### src/sv/pfla_pkg.sv
// Shared types, widths and register codes of the pool free-list allocator.
package pfla_pkg;

  // Slots per block are fixed by the element index encoding (block * 64 + slot).
  localparam int MAX_BLOCK_SLOTS = 64;
  localparam int MAX_BLOCKS_DEF  = 16;
  localparam int MAX_ELEM_BYTES  = 4096;

  localparam int SLOT_W  = 6;
  localparam int BLOCK_W = 4;
  localparam int ELEM_W  = SLOT_W + BLOCK_W;
  localparam int EPB_W   = 7;
  localparam int BYTES_W = 13;
  localparam int OFF_W   = 18;
  localparam int CFG_W   = 13;

  typedef enum logic {
    CFG_ELEMENTS_PER_BLOCK = 1'b0,
    CFG_ELEMENT_BYTES      = 1'b1
  } pfla_cfg_e;

  typedef enum logic {
    OP_ALLOC = 1'b0,
    OP_FREE  = 1'b1
  } pfla_op_e;

  typedef enum logic {
    ST_DONE         = 1'b0,
    ST_OUT_OF_SPACE = 1'b1
  } pfla_status_e;

  // One free-list link: valid bit plus element index.
  typedef struct packed {
    logic              valid;
    logic [ELEM_W-1:0] idx;
  } pfla_link_t;

  // Result handed from the control logic to the output stage.
  typedef struct packed {
    logic [BLOCK_W-1:0] block;
    logic [SLOT_W-1:0]  slot;
    logic               from_free;
    pfla_status_e       status;
  } pfla_result_t;

endpackage

### src/sv/pfla_out_reg.sv
// Result stage: byte offset multiply and registered master-side output.
module pfla_out_reg (
  input  logic                               clk_i,
  input  logic                               rst_ni,
  input  logic                               res_valid_i,
  input  pfla_pkg::pfla_result_t             res_i,
  input  logic [pfla_pkg::BYTES_W-1:0]       elem_bytes_i,
  output logic                               res_ready_o,
  output logic                               m_tvalid_o,
  input  logic                               m_tready_i,
  output logic [31:0]                        m_tdata_o,
  output logic [1:0]                         m_tuser_o
);

  localparam int PROD_W = pfla_pkg::SLOT_W + pfla_pkg::BYTES_W;

  logic                               valid_q, valid_d;
  pfla_pkg::pfla_result_t             res_q;
  logic [pfla_pkg::OFF_W-1:0]         off_q, off_d;
  logic [PROD_W-1:0]                  prod;
  logic                               load;

  assign res_ready_o = !valid_q || m_tready_i;
  assign load        = res_valid_i && res_ready_o;

  assign prod  = PROD_W'(res_i.slot) * PROD_W'(elem_bytes_i);
  assign off_d = prod[pfla_pkg::OFF_W-1:0];

  always_comb begin
    valid_d = valid_q;
    if (load) begin
      valid_d = 1'b1;
    end else if (m_tready_i) begin
      valid_d = 1'b0;
    end
  end

  always_ff @(posedge clk_i or negedge rst_ni) begin
    if (!rst_ni) begin
      valid_q <= 1'b0;
    end else begin
      valid_q <= valid_d;
    end
  end

  always_ff @(posedge clk_i) begin
    if (load) begin
      res_q <= res_i;
      off_q <= off_d;
    end
  end

  assign m_tvalid_o = valid_q;
  assign m_tdata_o  = {4'b0, off_q, res_q.slot, res_q.block};
  assign m_tuser_o  = {res_q.status, res_q.from_free};

endmodule

### config.mk
export PLATFORM = sky130hd
export DESIGN_NAME = pfla_out_reg
export DESIGN_NICKNAME = d
export VERILOG_FILES = /design/src/sv/pfla_pkg.sv /design/src/sv/pfla_out_reg.sv
export SDC_FILE = /design/constraint.sdc
export NUM_CORES = 1
export LEC_CHECK = 0
export ABC_AREA = 0
export BUFFER_PORTS_ARGS = -buffer_cell sky130_fd_sc_hd__buf_2
export CAP_MARGIN = 40
export CORE_MARGIN = 2
export CORE_UTILIZATION = 50
export DETAILED_ROUTE_END_ITERATION = 8
export HOLD_SLACK_MARGIN = 0.05
export PLACE_DENSITY = 0.73
export SETUP_SLACK_MARGIN = 0.05
export SYNTH_ARGS = -nofsm -noshare
export SYNTH_HDL_FRONTEND = slang
export SYNTH_SLANG_ARGS = --single-unit
### constraint.sdc
create_clock -name clk_i -period 1.8 [get_ports clk_i]
set_input_delay 0.18 -clock clk_i [delete_from_list [all_inputs] [get_ports clk_i]]
set_output_delay 0.18 -clock clk_i [all_outputs]
set_load 0.03 [all_outputs]
# --- Yosys cells after proc, flatten, opt, wreduce, memory -nomap -nowiden ---
# Cells that the tools add are included.
word_totals:
  input_bits: 29
  regBits: 31
  out_inout_bits: 36
  elab_cells: 13
classes:
  n_mul: 1
  muxes: 2
  n_reduce_logical: 4
op_table:
  columns: ["operator", "n"]
  rows:
  - ["$mul A6 B13 Y18", 1]
  - ["$mux W1", 2]
  - ["$reduce_bool A2 Y1", 1]
  - ["$logic_and A1 B1 Y1", 1]
  - ["$logic_not A1 Y1", 1]
  - ["$logic_or A1 B1 Y1", 1]

# --- Longest topological paths before layout ---
# Gate-level depths: netlist (run 1).
depth:
  word_depth: 4
  ltp_mapped: 14
  ltp_nobuf: 13

# --- Worst setup path after synthesis (run 1) ---
# OpenSTA, ideal clock, no wires.
synth_path:
  path_kind: "input-to-reg"
  start: "input port res_i[6] (netlist bit)"
  end: "register off_q[14] (netlist bit), data pin"
  path_slack_ps: -1874
  stages: 13
  t_arrival_ps: 3539
  n_path_buf: 1
  setup_time_ps: 135
  required_ps: 1665
  cell_sequence: "clkbuf_1 -> and2_1 -> fa_1 -> fa_1 -> inv_1 -> fa_1 -> inv_1 -> ha_1 -> a21o_1 -> a21o_1 -> a21o_1 -> or4b_1 -> nand3_1"
synth_via:
  elab_chain_len: 1
synth_lines:
  columns: ["item", "line_no", "source"]
  rows:
  - ["from (decl)", "pfla_out_reg.sv:6", "input pfla_pkg::pfla_result_t res_i,"]
  - ["$mul A6 B13 Y18", "pfla_out_reg.sv:26", "assign prod = PROD_W'(res_i.slot) * PROD_W'(elem_bytes_i);"]
  - ["via prod[14]", "pfla_out_reg.sv:20", "logic [PROD_W-1:0] prod;"]
  - ["to (signal assigned)", "pfla_out_reg.sv:49", "off_q <= off_d;"]
  - ["to (decl)", "pfla_out_reg.sv:19", "logic [pfla_pkg::OFF_W-1:0] off_q, off_d;"]
# The timed path passes the listed nets, and every way through them passes these cells.
# A chain may end at the register's enable or synchronous reset.

# --- Final worst setup path (run 1) ---
layout_path:
  start: "input port elem_bytes_i[6] (netlist bit)"
  end: "register off_q[14] (netlist bit), data pin"
layout_via:
  elab_chain_len: 1
layout_lines:
  columns: ["item", "line_no", "source"]
  rows:
  - ["from (decl)", "pfla_out_reg.sv:7", "input logic [pfla_pkg::BYTES_W-1:0] elem_bytes_i,"]
  - ["$mul A6 B13 Y18", "pfla_out_reg.sv:26", null]
  - ["via prod[14]", "pfla_out_reg.sv:20", null]
# The timed path passes the listed nets, and every way through them passes these cells.

==> results of run 1 <==
==> cells in the mapped netlist (all sizes together) <==
cell type | number | area, sq um
or3b | 1 | 8.760
o21ai | 4 | 20.02
a21oi | 15 | 75.07
or4b | 1 | 10.01
clkbuf | 6 | 22.52
nor2 | 8 | 30.03
xnor2 | 6 | 52.55
a221oi | 1 | 8.760
and2 | 57 | 356.6
nand3 | 2 | 10.01
buf | 4 | 30.03
o211ai | 2 | 15.01
nor3 | 1 | 5.000
xor2 | 6 | 52.55
o21bai | 1 | 7.510
and3 | 3 | 18.77
a211oi | 3 | 22.52
nand2b | 2 | 12.51
o2bb2ai | 1 | 8.760
fa | 44 | 880.8
xnor3 | 1 | 22.52
a211o | 1 | 8.760
nor3b | 1 | 7.510
edfxtp | 30 | 900.9
a21o | 5 | 37.54
o21a | 2 | 15.01
ha | 26 | 325.3
inv | 58 | 217.7
or2 | 1 | 6.260
a31oi | 1 | 12.51
conb | 1 | 3.750
nand2 | 27 | 101.4
and2b | 2 | 16.27
dfrtp | 1 | 25.02
==> where the power goes <==
part	switching, mW	total [mW]	internal (mW)
clock	0.296	0.701	0.405
sequential	0.0308	1.09	1.06
combinational	2.06	4.11	2.05
total	2.39	5.90	3.51
==> state kept, by name, indices dropped and copies added, names as in the netlist <==
register,cells
off_q,18
m_tdata_o,10
m_tuser_o,2
m_tvalid_o,1
==> per-layer routing <==
| layer | wire length (microns) | up-vias |
|---|---|---|
| met3 | 335 | 19 |
| met5 | 0 | - |
| met4 | 229 | 0 |
| li1 | - | 1290 |
| met1 | 3290 | 1389 |
| met2 | 4459 | 65 |
==> critical path, cell delays in order <==
cell and delay [ns]:
sky130_fd_sc_hd__buf_8 0.10, sky130_fd_sc_hd__and2_4 0.15, sky130_fd_sc_hd__fa_1 0.50, sky130_fd_sc_hd__fa_1 0.54
sky130_fd_sc_hd__inv_1 0.05, sky130_fd_sc_hd__fa_1 0.49, sky130_fd_sc_hd__inv_2 0.05, sky130_fd_sc_hd__ha_4 0.22
sky130_fd_sc_hd__a211o_1 0.28, sky130_fd_sc_hd__o211ai_1 0.16, sky130_fd_sc_hd__a21oi_1 0.13, sky130_fd_sc_hd__or4b_1 0.53
sky130_fd_sc_hd__nand3_1 0.08
==> through the flow <==
step | instance area [sq um] | hold slack, ns
2_1_floorplan | 3676 | -0.1156
3_3_place_gp | 4333 | -0.04570
3_5_place_dp | 4333 | -0.04417
4_1_cts | 4826 | 0.06747
5_1_grt | 5091 | 0.06478
6_report | 5091 | 0.07445
==> placed cells by master (no fill, tap or decap), drive strengths merged, types with 6 or more instances in the layout <==
master	netlist	layout
nor2	8	8
a21oi	15	15
xnor2	6	6
buf	4	128
clkbuf	6	8
fa	44	44
nand2	27	27
ha	26	26
and2	57	57
inv	58	58
xor2	6	6
edfxtp	30	30
==> worst paths after layout <==
| check | depth (start not counted) | slack, ns | startpoint | end |
|---|---|---|---|---|
| setup / recovery | 13 | -1.51 | elem_bytes_i[6] | off_q[14] |
| hold / removal | 1 | 0.07 | res_i[10] | m_tdata_o[2] |
| setup reg to reg | 3 | 0.47 | m_tvalid_o | off_q[4] |
| hold reg to reg | 2 | 0.53 | m_tvalid_o | m_tvalid_o |
| max in group asynchronous | 2 | 1.53 | rst_ni | m_tvalid_o |
| min in group asynchronous | 2 | 0.19 | rst_ni | m_tvalid_o |
==> kinds of logic (layout without fill, tap and decap cells) <==
logic type,after synthesis,count (layout)
AND/OR/NAND/NOR,106,106
adder cells (fa/ha/maj),70,70
buffers and inverters,68,199
AO/OA/AOI/OAI,36,36
flip-flops,31,31
XOR/XNOR,13,13
other,1,4
==> cell type report <==
class	instances	area, sq um
clock buffer	5	68.82
fill	385	1331
tap	77	96.34
clock inverter	3	38.79
multi-input combinational	229	2600
timing repair buffer	133	1144
sequential	31	925.9
inverter	58	217.7
==> what timing repair did <==
action                                  4_1_cts  5_1_grt
hold buffers                                  1        0
hold endpoints to repair                      1        0
gates resized for setup                      73       39
pin swaps                                    48       42
gates cloned                                  2        2
setup buffers                                 7       13
endpoints found under the setup margin       15       15
==> metrics.yaml, run 1 <==
placed_design:
  placed_cells_incl_taps: 506
  pre_cts_slack_ns: -1.961
  dp.final_hpwl_mm: 5.653
  port_buffers: 60
  gp_congestion: 0.8157
power_and_ir_drop:
  p_leak_nw: 2.411
  total_power_mw: 5.898
  irDropWorstVdd_v: 0.0008821
  power.density_nw_per_um2: 1159
synthesis:
  main_combinational_cell_family_by_area_after_synthesis: "adder cells"
  synth.yosys.warnings: 0
  synth.area.mux_share: 0
  synth_compound_gate_area_share: 0.06913
  synth-xor-area-share: 0.03812
  ys_seq_area_frac: 0.2765
  synth-simple-area-share: 0.1741
  synth.cell_area_sq_um: 3348
  post_synth_fa_ha_maj_area_fraction: 0.3602
  synth_cell_types: 35
  syn_avg_cell_area_sq_um: 10.30
  synthCells: 325
  ys_ff_latch: 31
worst_setup_path:
  crit_fanout: 5
  timing_worst_setup_path_type: "input pin to flip-flop"
  category_of_the_worst_setup_path_launch_point: "input pin"
  worst_setup_path_end_kind: "flip-flop"
  worst_ep_required_time_ns: 1.96
  critical_path_arrival_ns: 3.47
floorplanning:
  area_of_the_core_sq_um: 6422
  fp-row-count: 29
  die-area_sq_um: 7367
  floorplan.initialDensity: 0.5213
  boundaryPins: 65
  x_dimension_of_the_die_microns: 85.83
  die_h_microns: 85.83
detailed_routing:
  post_drt_via_cell_ratio: 5.155
  wire_per_inst_microns: 15.51
  detail_route.wirelength_mm: 8.314
  detail_route.iter0.violations: 94
  via_count: 2763
  antenna_violating_nets_post_route: 0
  drcViolationCount: 3
  first_pass_detailed_route_iteration_total: 9
global_route:
  grt-busiest-layer: "met2"
  overflow: 0
  grt_util_met3: 0.03272
  vias_in_the_first_global_route: 2980
  grt_pass1_wl_mm: 13.39
  grt_max_degree: 22
  grt_antenna_before_repair: 0
  globalRouteMet2Util: 0.4197
  grtUsageMet1: 0.2861
  grt_util_all_layers: 0.2306
sta:
  setup_viol: 14
  setup_repair_after_global_routing_missed_its_margin: "yes"
  final-hold-violation-count: 0
  timing.final.ws_setup_ns: -1.511
  fin_setup_tns_ns: -16.80
  drv_slew: 0
  maximum_frequency_from_static_timing_analysis_ghz: 0.3020
  final_min_period_over_clock_period: 1.839
  fin_crit_ns: 3.311
  timing.clock.skew_ns: 0.009899
hold_path:
  hold_class: "input pin to flip-flop"
cts:
  tritoncts: "done"
  cts.reportedPaths.clkPinSlew_ns: 0.07
  htreeDepth: 2
  root_buffer: "sky130_fd_sc_hd__clkbuf_8"
  numCtsBuffers: 5
  number_of_clock_sinks: 31
  worstSkewPairLatency_ns: 0.29
  maximum_number_of_buffers_from_clock_root_to_sink: 2
run_status:
  outcome: "finished, violations left"
  failed_checks: "DRC, setup timing"
finish:
  utilization: 0.7927
  synthToLayoutAreaGrowth_pct: 52.06
  post_route_cells_drive_above_1_share: 0.5011
  n_antenna_cell: 0
  design.final.nets: 557
  stdcell_count: 536
job:
  max-cap-violations: 0
No activity file was read; power rests on OpenSTA's default activity.
==> inputs of run 2 (changes only) <==
--- a/config.mk
+++ b/config.mk
@@ -10,6 +10,7 @@
 export CAP_MARGIN = 40
 export CORE_MARGIN = 2
 export CORE_UTILIZATION = 50
+export CTS_BUF_LIST = sky130_fd_sc_hd__clkbuf_16
 export DETAILED_ROUTE_END_ITERATION = 8
 export HOLD_SLACK_MARGIN = 0.05
 export PLACE_DENSITY = 0.73
@@ -17,3 +18,4 @@
 export SYNTH_ARGS = -nofsm -noshare
 export SYNTH_HDL_FRONTEND = slang
 export SYNTH_SLANG_ARGS = --single-unit
+export TNS_END_PERCENT = 30
==> metrics.yaml, run 2 (synthesis gave the netlist of run 1 again) <==
hold_path:
  hold_path_depth: 1  # unchanged
  hold_class: "input pin to flip-flop"
job:
  max-cap-violations: 0  # unchanged
detailed_routing:
  drcViolationCount: 8  # +5
  via_count: 2756  # -0.25%
  post_drt_via_cell_ratio: 5.171  # +0.31%
  wire_per_inst_microns: 15.50  # about the same
  detail_route.wirelength_mm: 8.263  # -0.61%
  antenna_violating_nets_post_route: 0  # unchanged
  first_pass_detailed_route_iteration_total: 7  # -2
  detail_route.iter0.violations: 86  # -8.5%
floorplanning:
  floorplan.initialDensity: 0.5213  # unchanged
  fp-row-count: 29  # unchanged
  die-area_sq_um: 7367  # unchanged
  die_h_microns: 85.83  # unchanged
  boundaryPins: 65  # unchanged
  area_of_the_core_sq_um: 6422  # unchanged
  x_dimension_of_the_die_microns: 85.83  # unchanged
worst_setup_path:
  worst_r2r_endpoint: "off_q[5]"
  crit_fanout: 6  # +1
  most_frequent_cell_on_the_critical_path: "sky130_fd_sc_hd__fa_1"
  worst_ep_required_time_ns: 1.95  # about the same
  max_stage_delay_ns: 0.53  # about the same
  max_stage_delay_cell_worst_path: "sky130_fd_sc_hd__or4b_4"
  reg2reg_depth: 3  # unchanged
  critical_path_arrival_ns: 3.46  # about the same
  worst_r2r_startpoint: "m_tvalid_o"
  category_of_the_worst_setup_path_launch_point: "input pin"
  worst_setup_path_endpoint: "off_q[14]"
  worst_setup_path_end_kind: "flip-flop"
  timing_worst_setup_path_type: "input pin to flip-flop"
  ff2ff_setup_slack_ns: 0.55  # +0.08 ns
  crit_start: "elem_bytes_i[6]"
  crit_chain: "buf_8 -> and2_4 -> fa_1 -> fa_1 -> inv_1 -> fa_1 -> inv_2 -> ha_4 -> a211o_1 -> o211ai_1 -> a21oi_2 -> or4b_4 -> nand3_2"
global_route:
  grt_pass1_wl_mm: 13.86  # +3.5%
  overflow: 0  # unchanged
  grt_antenna_before_repair: 0  # unchanged
  grt_util_all_layers: 0.2414  # +0.01078
  grt_max_degree: 22  # unchanged
  vias_in_the_first_global_route: 2965  # -0.50%
sta:
  timing.final.ws_setup_ns: -1.512  # -0.001210 ns
  fin_crit_ns: 3.312  # +0.001210 ns
  drv_slew: 0  # unchanged
  timing.clock.skew_ns: 0.006036  # -0.003863 ns
  setup_viol: 14  # unchanged
  final-hold-violation-count: 0  # unchanged
  setup_repair_after_global_routing_missed_its_margin: "yes"
  fin_setup_tns_ns: -16.72  # +0.08430 ns
  maximum_frequency_from_static_timing_analysis_ghz: 0.3019  # about the same
  final.hold.worst_slack_ns: 0.08009  # +0.005643 ns
  final_min_period_over_clock_period: 1.840  # about the same
power_and_ir_drop:
  pwr-share-comb: 0.681  # -0.015
  power.density_nw_per_um2: 1202  # +3.7%
  p_int_mw: 3.593  # +2.4%
  power.share.sequential: 0.182  # -0.003
  power.switching_mw: 2.444  # +2.3%
  p_leak_nw: 2.388  # -0.93%
  irDropWorstVdd_v: 0.001063  # +21%
  pwr-share-clk: 0.137  # +0.018
  netSwitchingFraction: 0.4048  # about the same
cts:
  cts.reportedPaths.clkPinSlew_ns: 0.05  # -0.02 ns
  worstSkewPairLatency_ns: 0.28  # about the same
  maximum_number_of_buffers_from_clock_root_to_sink: 2  # unchanged
  root_buffer: "sky130_fd_sc_hd__clkbuf_16"
  tritoncts: "done"
  htreeDepth: 2  # unchanged
  numCtsBuffers: 5  # unchanged
  number_of_clock_sinks: 31  # unchanged
finish:
  synthToLayoutAreaGrowth_pct: 50.04
  largest-register: "off_q"
  layout.cells.most_common: "sky130_fd_sc_hd__buf_4"
  post-route-cell-area_sq_um: 5024  # -1.3%
  design.final.nets: 554  # -0.54%
  utilization: 0.7822  # -0.01052
  number_of_flip_flops_under_the_largest_register_name: 18  # unchanged
  most-common-layout-cells: "sky130_fd_sc_hd__buf_4 (60), sky130_fd_sc_hd__inv_1 (50), sky130_fd_sc_hd__buf_2 (48), sky130_fd_sc_hd__fa_1 (42), sky130_fd_sc_hd__and2_1 (36)"
  n_antenna_cell: 0  # unchanged
  post_route_cells_drive_above_1_share: 0.4759  # -0.02521
run_status:
  outcome: "finished, violations left"
  failed_checks: "DRC, setup timing"
placed_design:
  port_buffers: 60  # unchanged
  dp.final_hpwl_mm: 5.841  # +3.3%
  placedInstanceArea_sq_um: 4334  # about the same
  gp_congestion: 0.8594  # +5.4%
run 2: cell count changes in the layout (fill, tap and decap cells not counted), moves of 3 or more:
cell,delta
sky130_fd_sc_hd__buf_6,-9
sky130_fd_sc_hd__inv_1,+5
sky130_fd_sc_hd__and2_1,+3
sky130_fd_sc_hd__clkbuf_8,-5
sky130_fd_sc_hd__clkbuf_16,+4
sky130_fd_sc_hd__buf_4,+7
sky130_fd_sc_hd__inv_2,-5
sky130_fd_sc_hd__nand2_2,+3
sky130_fd_sc_hd__nor2_2,-3
run 2: what timing repair did:
action	4_1_cts	5_1_grt
gates cloned	1	1
setup buffers	11	3
setup endpoints to repair	15	15
endpoints found under the hold margin	1	0
pin swaps	49	28
hold buffers	1	0
gates resized for setup	73	23
run 2: routing by layer:
layer  GRT usage  up-vias  share of wire
met4     0.06926        0          0.021
met1      0.2877     1375           0.38
met2      0.4538       76           0.55
li1            -     1288              -
met3     0.03080       17          0.044
met5           0        -              0
run 2: worst min-delay path by stage:
stage,endpoint,slack (ns),startpoint
2_1_floorplan,m_tvalid_o,-0.12,rst_ni
3_3_place_gp,m_tvalid_o,-0.05,rst_ni
3_5_place_dp,m_tvalid_o,-0.04,rst_ni
4_1_cts,m_tdata_o[1],0.08,res_i[9]
5_1_grt,m_tdata_o[1],0.08,res_i[9]
6_report,m_tdata_o[1],0.08,res_i[9]
run 2: metrics by stage:
stage               instances  total power, mW  setup WS [ns]
floorplan                 328            3.458         -1.586
global placement          508            4.468         -1.890
detailed placement        508            4.588         -1.919
CTS                       529            5.833         -1.501
global route              533            6.470         -1.619
finish                    533            6.036         -1.512
run 2: critical path, delay by kind of cell:
kind                       cells  cell delay (ns)
buffers and inverters          3             0.21
AOI/OAI and AO/OA              3             0.56
and+or+nand+nor                3             0.76
adders and majority gates      4             1.74
run 2: layout make-up:
cell class / count / area [sq um]
clock buffers: 5 / 125.1
clock inverters: 3 / 15.01
fillers: 403 / 1399
inverters: 58 / 217.7
multi-input cells: 229 / 2604
flip-flops and latches: 31 / 925.9
well taps: 77 / 96.34
repair buffers: 130 / 1040
run 2: power by group through the flow:
stage	registers, mW	logic, mW	clock network (mW)
3_3_place_gp	1.11	3.36	0
2_1_floorplan	1.43	2.02	0
3_5_place_dp	1.11	3.48	0
5_1_grt	1.11	4.51	0.850
6_report	1.10	4.11	0.828
4_1_cts	1.10	3.91	0.833
==> inputs of run 3 (changes only) <==
--- a/config.mk
+++ b/config.mk
@@ -12,6 +12,7 @@
 export CORE_UTILIZATION = 50
 export CTS_BUF_LIST = sky130_fd_sc_hd__clkbuf_16
 export DETAILED_ROUTE_END_ITERATION = 8
+export GPL_TIMING_DRIVEN = 0
 export HOLD_SLACK_MARGIN = 0.05
 export PLACE_DENSITY = 0.73
 export SETUP_SLACK_MARGIN = 0.05
==> metrics.yaml, run 3 (synthesis gave the netlist of run 1 again) <==
run_status:
  outcome: "finished, violations left"
  failed_checks: "DRC, setup timing"
job:
  max-cap-violations: 0  # unchanged
sta:
  setup_viol: 15  # +1
  final_min_period_over_clock_period: 1.870  # +0.03044
  fin_crit_ns: 3.367  # +0.05480 ns
  timing.final.ws_setup_ns: -1.567  # -0.05480 ns
  fin_setup_tns_ns: -17.07  # -0.3501 ns
  timing_worst_slew_pin_value_ns: 0.6078
  timing.clock.skew_ns: 0.006786  # +0.0007500 ns
  slew-limit-headroom: 0.5948
  maximum_frequency_from_static_timing_analysis_ghz: 0.2970  # -1.6%
  drv_slew: 0  # unchanged
  setup_repair_after_global_routing_missed_its_margin: "yes"
  final-hold-violation-count: 0  # unchanged
worst_setup_path:
  worst_ep_required_time_ns: 1.95  # about the same
  timing_worst_setup_path_type: "input pin to flip-flop"
  critical_path_arrival_ns: 3.51  # +0.05 ns
  crit_chain: "buf_2 -> and2_1 -> fa_1 -> fa_1 -> inv_1 -> fa_1 -> inv_2 -> ha_4 -> a211o_1 -> o211ai_1 -> buf_4 -> a21oi_2 -> or4b_1 -> nand3_1"
  crit_fanout: 6  # unchanged
  category_of_the_worst_setup_path_launch_point: "input pin"
  max_stage_delay_ns: 0.53  # about the same
  worst_setup_path_end_kind: "flip-flop"
  most_frequent_cell_on_the_critical_path: "sky130_fd_sc_hd__fa_1"
  max_stage_delay_cell_worst_path: "sky130_fd_sc_hd__fa_1"
cts:
  tritoncts: "done"
  cts.reportedPaths.clkPinSlew_ns: 0.05  # about the same
  root_buffer: "sky130_fd_sc_hd__clkbuf_16"
  number_of_clock_sinks: 31  # unchanged
  maximum_number_of_buffers_from_clock_root_to_sink: 2  # unchanged
  numCtsBuffers: 5  # unchanged
  worstSkewPairLatency_ns: 0.28  # about the same
  htreeDepth: 2  # unchanged
finish:
  post_route_cells_drive_above_1_share: 0.4145  # -0.06136
  layout.cells.most_common: "sky130_fd_sc_hd__buf_2"
  most-common-layout-cells: "sky130_fd_sc_hd__buf_2 (54), sky130_fd_sc_hd__inv_1 (50), sky130_fd_sc_hd__fa_1 (42), sky130_fd_sc_hd__and2_1 (41), sky130_fd_sc_hd__edfxtp_1 (30)"
  synthToLayoutAreaGrowth_pct: 38.90
  number_of_flip_flops_under_the_largest_register_name: 18  # unchanged
  n_antenna_cell: 0  # unchanged
  design.final.nets: 525  # -5.2%
  largest-register: "off_q"
floorplanning:
  x_dimension_of_the_die_microns: 85.83  # unchanged
  die-area_sq_um: 7367  # unchanged
  die_h_microns: 85.83  # unchanged
  fp-row-count: 29  # unchanged
  boundaryPins: 65  # unchanged
  floorplan.initialDensity: 0.5213  # unchanged
  area_of_the_core_sq_um: 6422  # unchanged
detailed_routing:
  detail_route.iter0.violations: 122  # +42%
  via_count: 2560  # -7.1%
  antenna_violating_nets_post_route: 0  # unchanged
  wl_met1_mm: 2.996  # -5.4%
  first_pass_detailed_route_iteration_total: 6  # -1
  routed-wl-met3_microns: 349  # -4.1%
  highest_layer: "met4"
  wl_met2_mm: 3.975  # -13%
  drcViolationCount: 8  # unchanged
  detail_route.wirelength_mm: 7.394  # -11%
  post_drt_via_cell_ratio: 5.079  # -1.8%
  wire_per_inst_microns: 14.67  # -5.4%
placed_design:
  gp_congestion: 0.8278  # -3.7%
  port_buffers: 60  # unchanged
  pre_cts_slack_ns: -1.960  # -0.04101 ns
  dp.final_hpwl_mm: 5.369  # -8.1%
power_and_ir_drop:
  power.density_nw_per_um2: 1196  # -0.48%
  total_power_mw: 5.561  # -7.9%
  irDropWorstVdd_v: 0.0009442  # -11%
  p_leak_nw: 2.197  # -8.0%
global_route:
  grt_util_all_layers: 0.2203  # -0.02109
  overflow: 0  # unchanged
  grt_antenna_before_repair: 0  # unchanged
  grt_max_degree: 20  # -9.1%
  vias_in_the_first_global_route: 2757  # -7.0%
  grt_pass1_wl_mm: 12.68  # -8.5%
hold_path:
  hold_class: "input pin to flip-flop"
==> run 3: cell count changes in the layout (fill, tap and decap cells not counted), moves of 3 or more <==
cell                      change
sky130_fd_sc_hd__buf_4       -34
sky130_fd_sc_hd__buf_12       -6
sky130_fd_sc_hd__buf_2        +6
sky130_fd_sc_hd__and2_1       +5
sky130_fd_sc_hd__and2_4       -5
sky130_fd_sc_hd__a21oi_2      +3
sky130_fd_sc_hd__buf_8        +3
sky130_fd_sc_hd__ha_1         +3
sky130_fd_sc_hd__ha_4         -3
sky130_fd_sc_hd__nand2_1      +3
==> run 3: power breakdown <==
part / switching (mW) / leakage, nW / internal, mW
sequential: 0.0321 / 0.297 / 1.06
clock: 0.325 / 0.0812 / 0.645
combinational: 1.86 / 1.82 / 1.64
==> run 3: repair_timing <==
item / 4_1_cts / 5_1_grt
gates resized for setup: 36 / 20
setup buffers: 21 / 7
endpoints found under the hold margin: 1 / 0
pin swaps: 30 / 26
hold buffers: 1 / 0
endpoints found under the setup margin: 15 / 15
cloned: 1 / 0
==> run 3: worst max-delay path: cells and delay by family <==
family / cells / cell delay (ns)
buffers and inverters: 4 / 0.42
AOI/OAI and AO/OA: 3 / 0.41
and+or+nand+nor: 3 / 0.75
adders and majority gates: 4 / 1.76
==> run 3: layout make-up <==
type,count,area [sq um]
Inverter,58,217.7
Clock buffer,5,125.1
Timing Repair Buffer,91,616.8
Sequential cell,31,925.9
Clock inverter,3,38.79
Multi-Input combinational cell,229,2501
Tap cell,77,96.34
Fill cell,460,1772
Buffer,10,128.9
==> run 3: through the flow <==
step | utilization | instances | hold slack (ns) | instance area (sq um)
2_1_floorplan | - | 328 | -0.1156 | 3664
3_3_place_gp | 0.6322 | 465 | -0.04536 | 4060
3_5_place_dp | 0.6345 | 466 | -0.04464 | 4075
4_1_cts | 0.7066 | 497 | 0.07504 | 4538
5_1_grt | 0.7241 | 504 | 0.07502 | 4651
6_report | 0.7241 | 504 | 0.08065 | 4651
==> run 3: path summary, 6_finish.rpt <==
check / slack, ns / endpoint / from / cells after the start
max: -1.57 / off_q[14] / elem_bytes_i[3] / 14
min: 0.08 / m_tdata_o[3] / res_i[11] / 1
max reg2reg: 0.23 / off_q[5] / m_tvalid_o / 3
min reg2reg: 0.52 / m_tvalid_o / m_tvalid_o / 2
max in group asynchronous: 1.50 / m_tvalid_o / rst_ni / 2
min in group asynchronous: 0.22 / m_tvalid_o / rst_ni / 2
==> run 3: routing by layer <==
layer,vias to the layer above,global-route usage
li1,1224,-
met1,1275,0.2692
met2,56,0.4105
met3,5,0.02887
met4,0,0.05483
met5,-,0
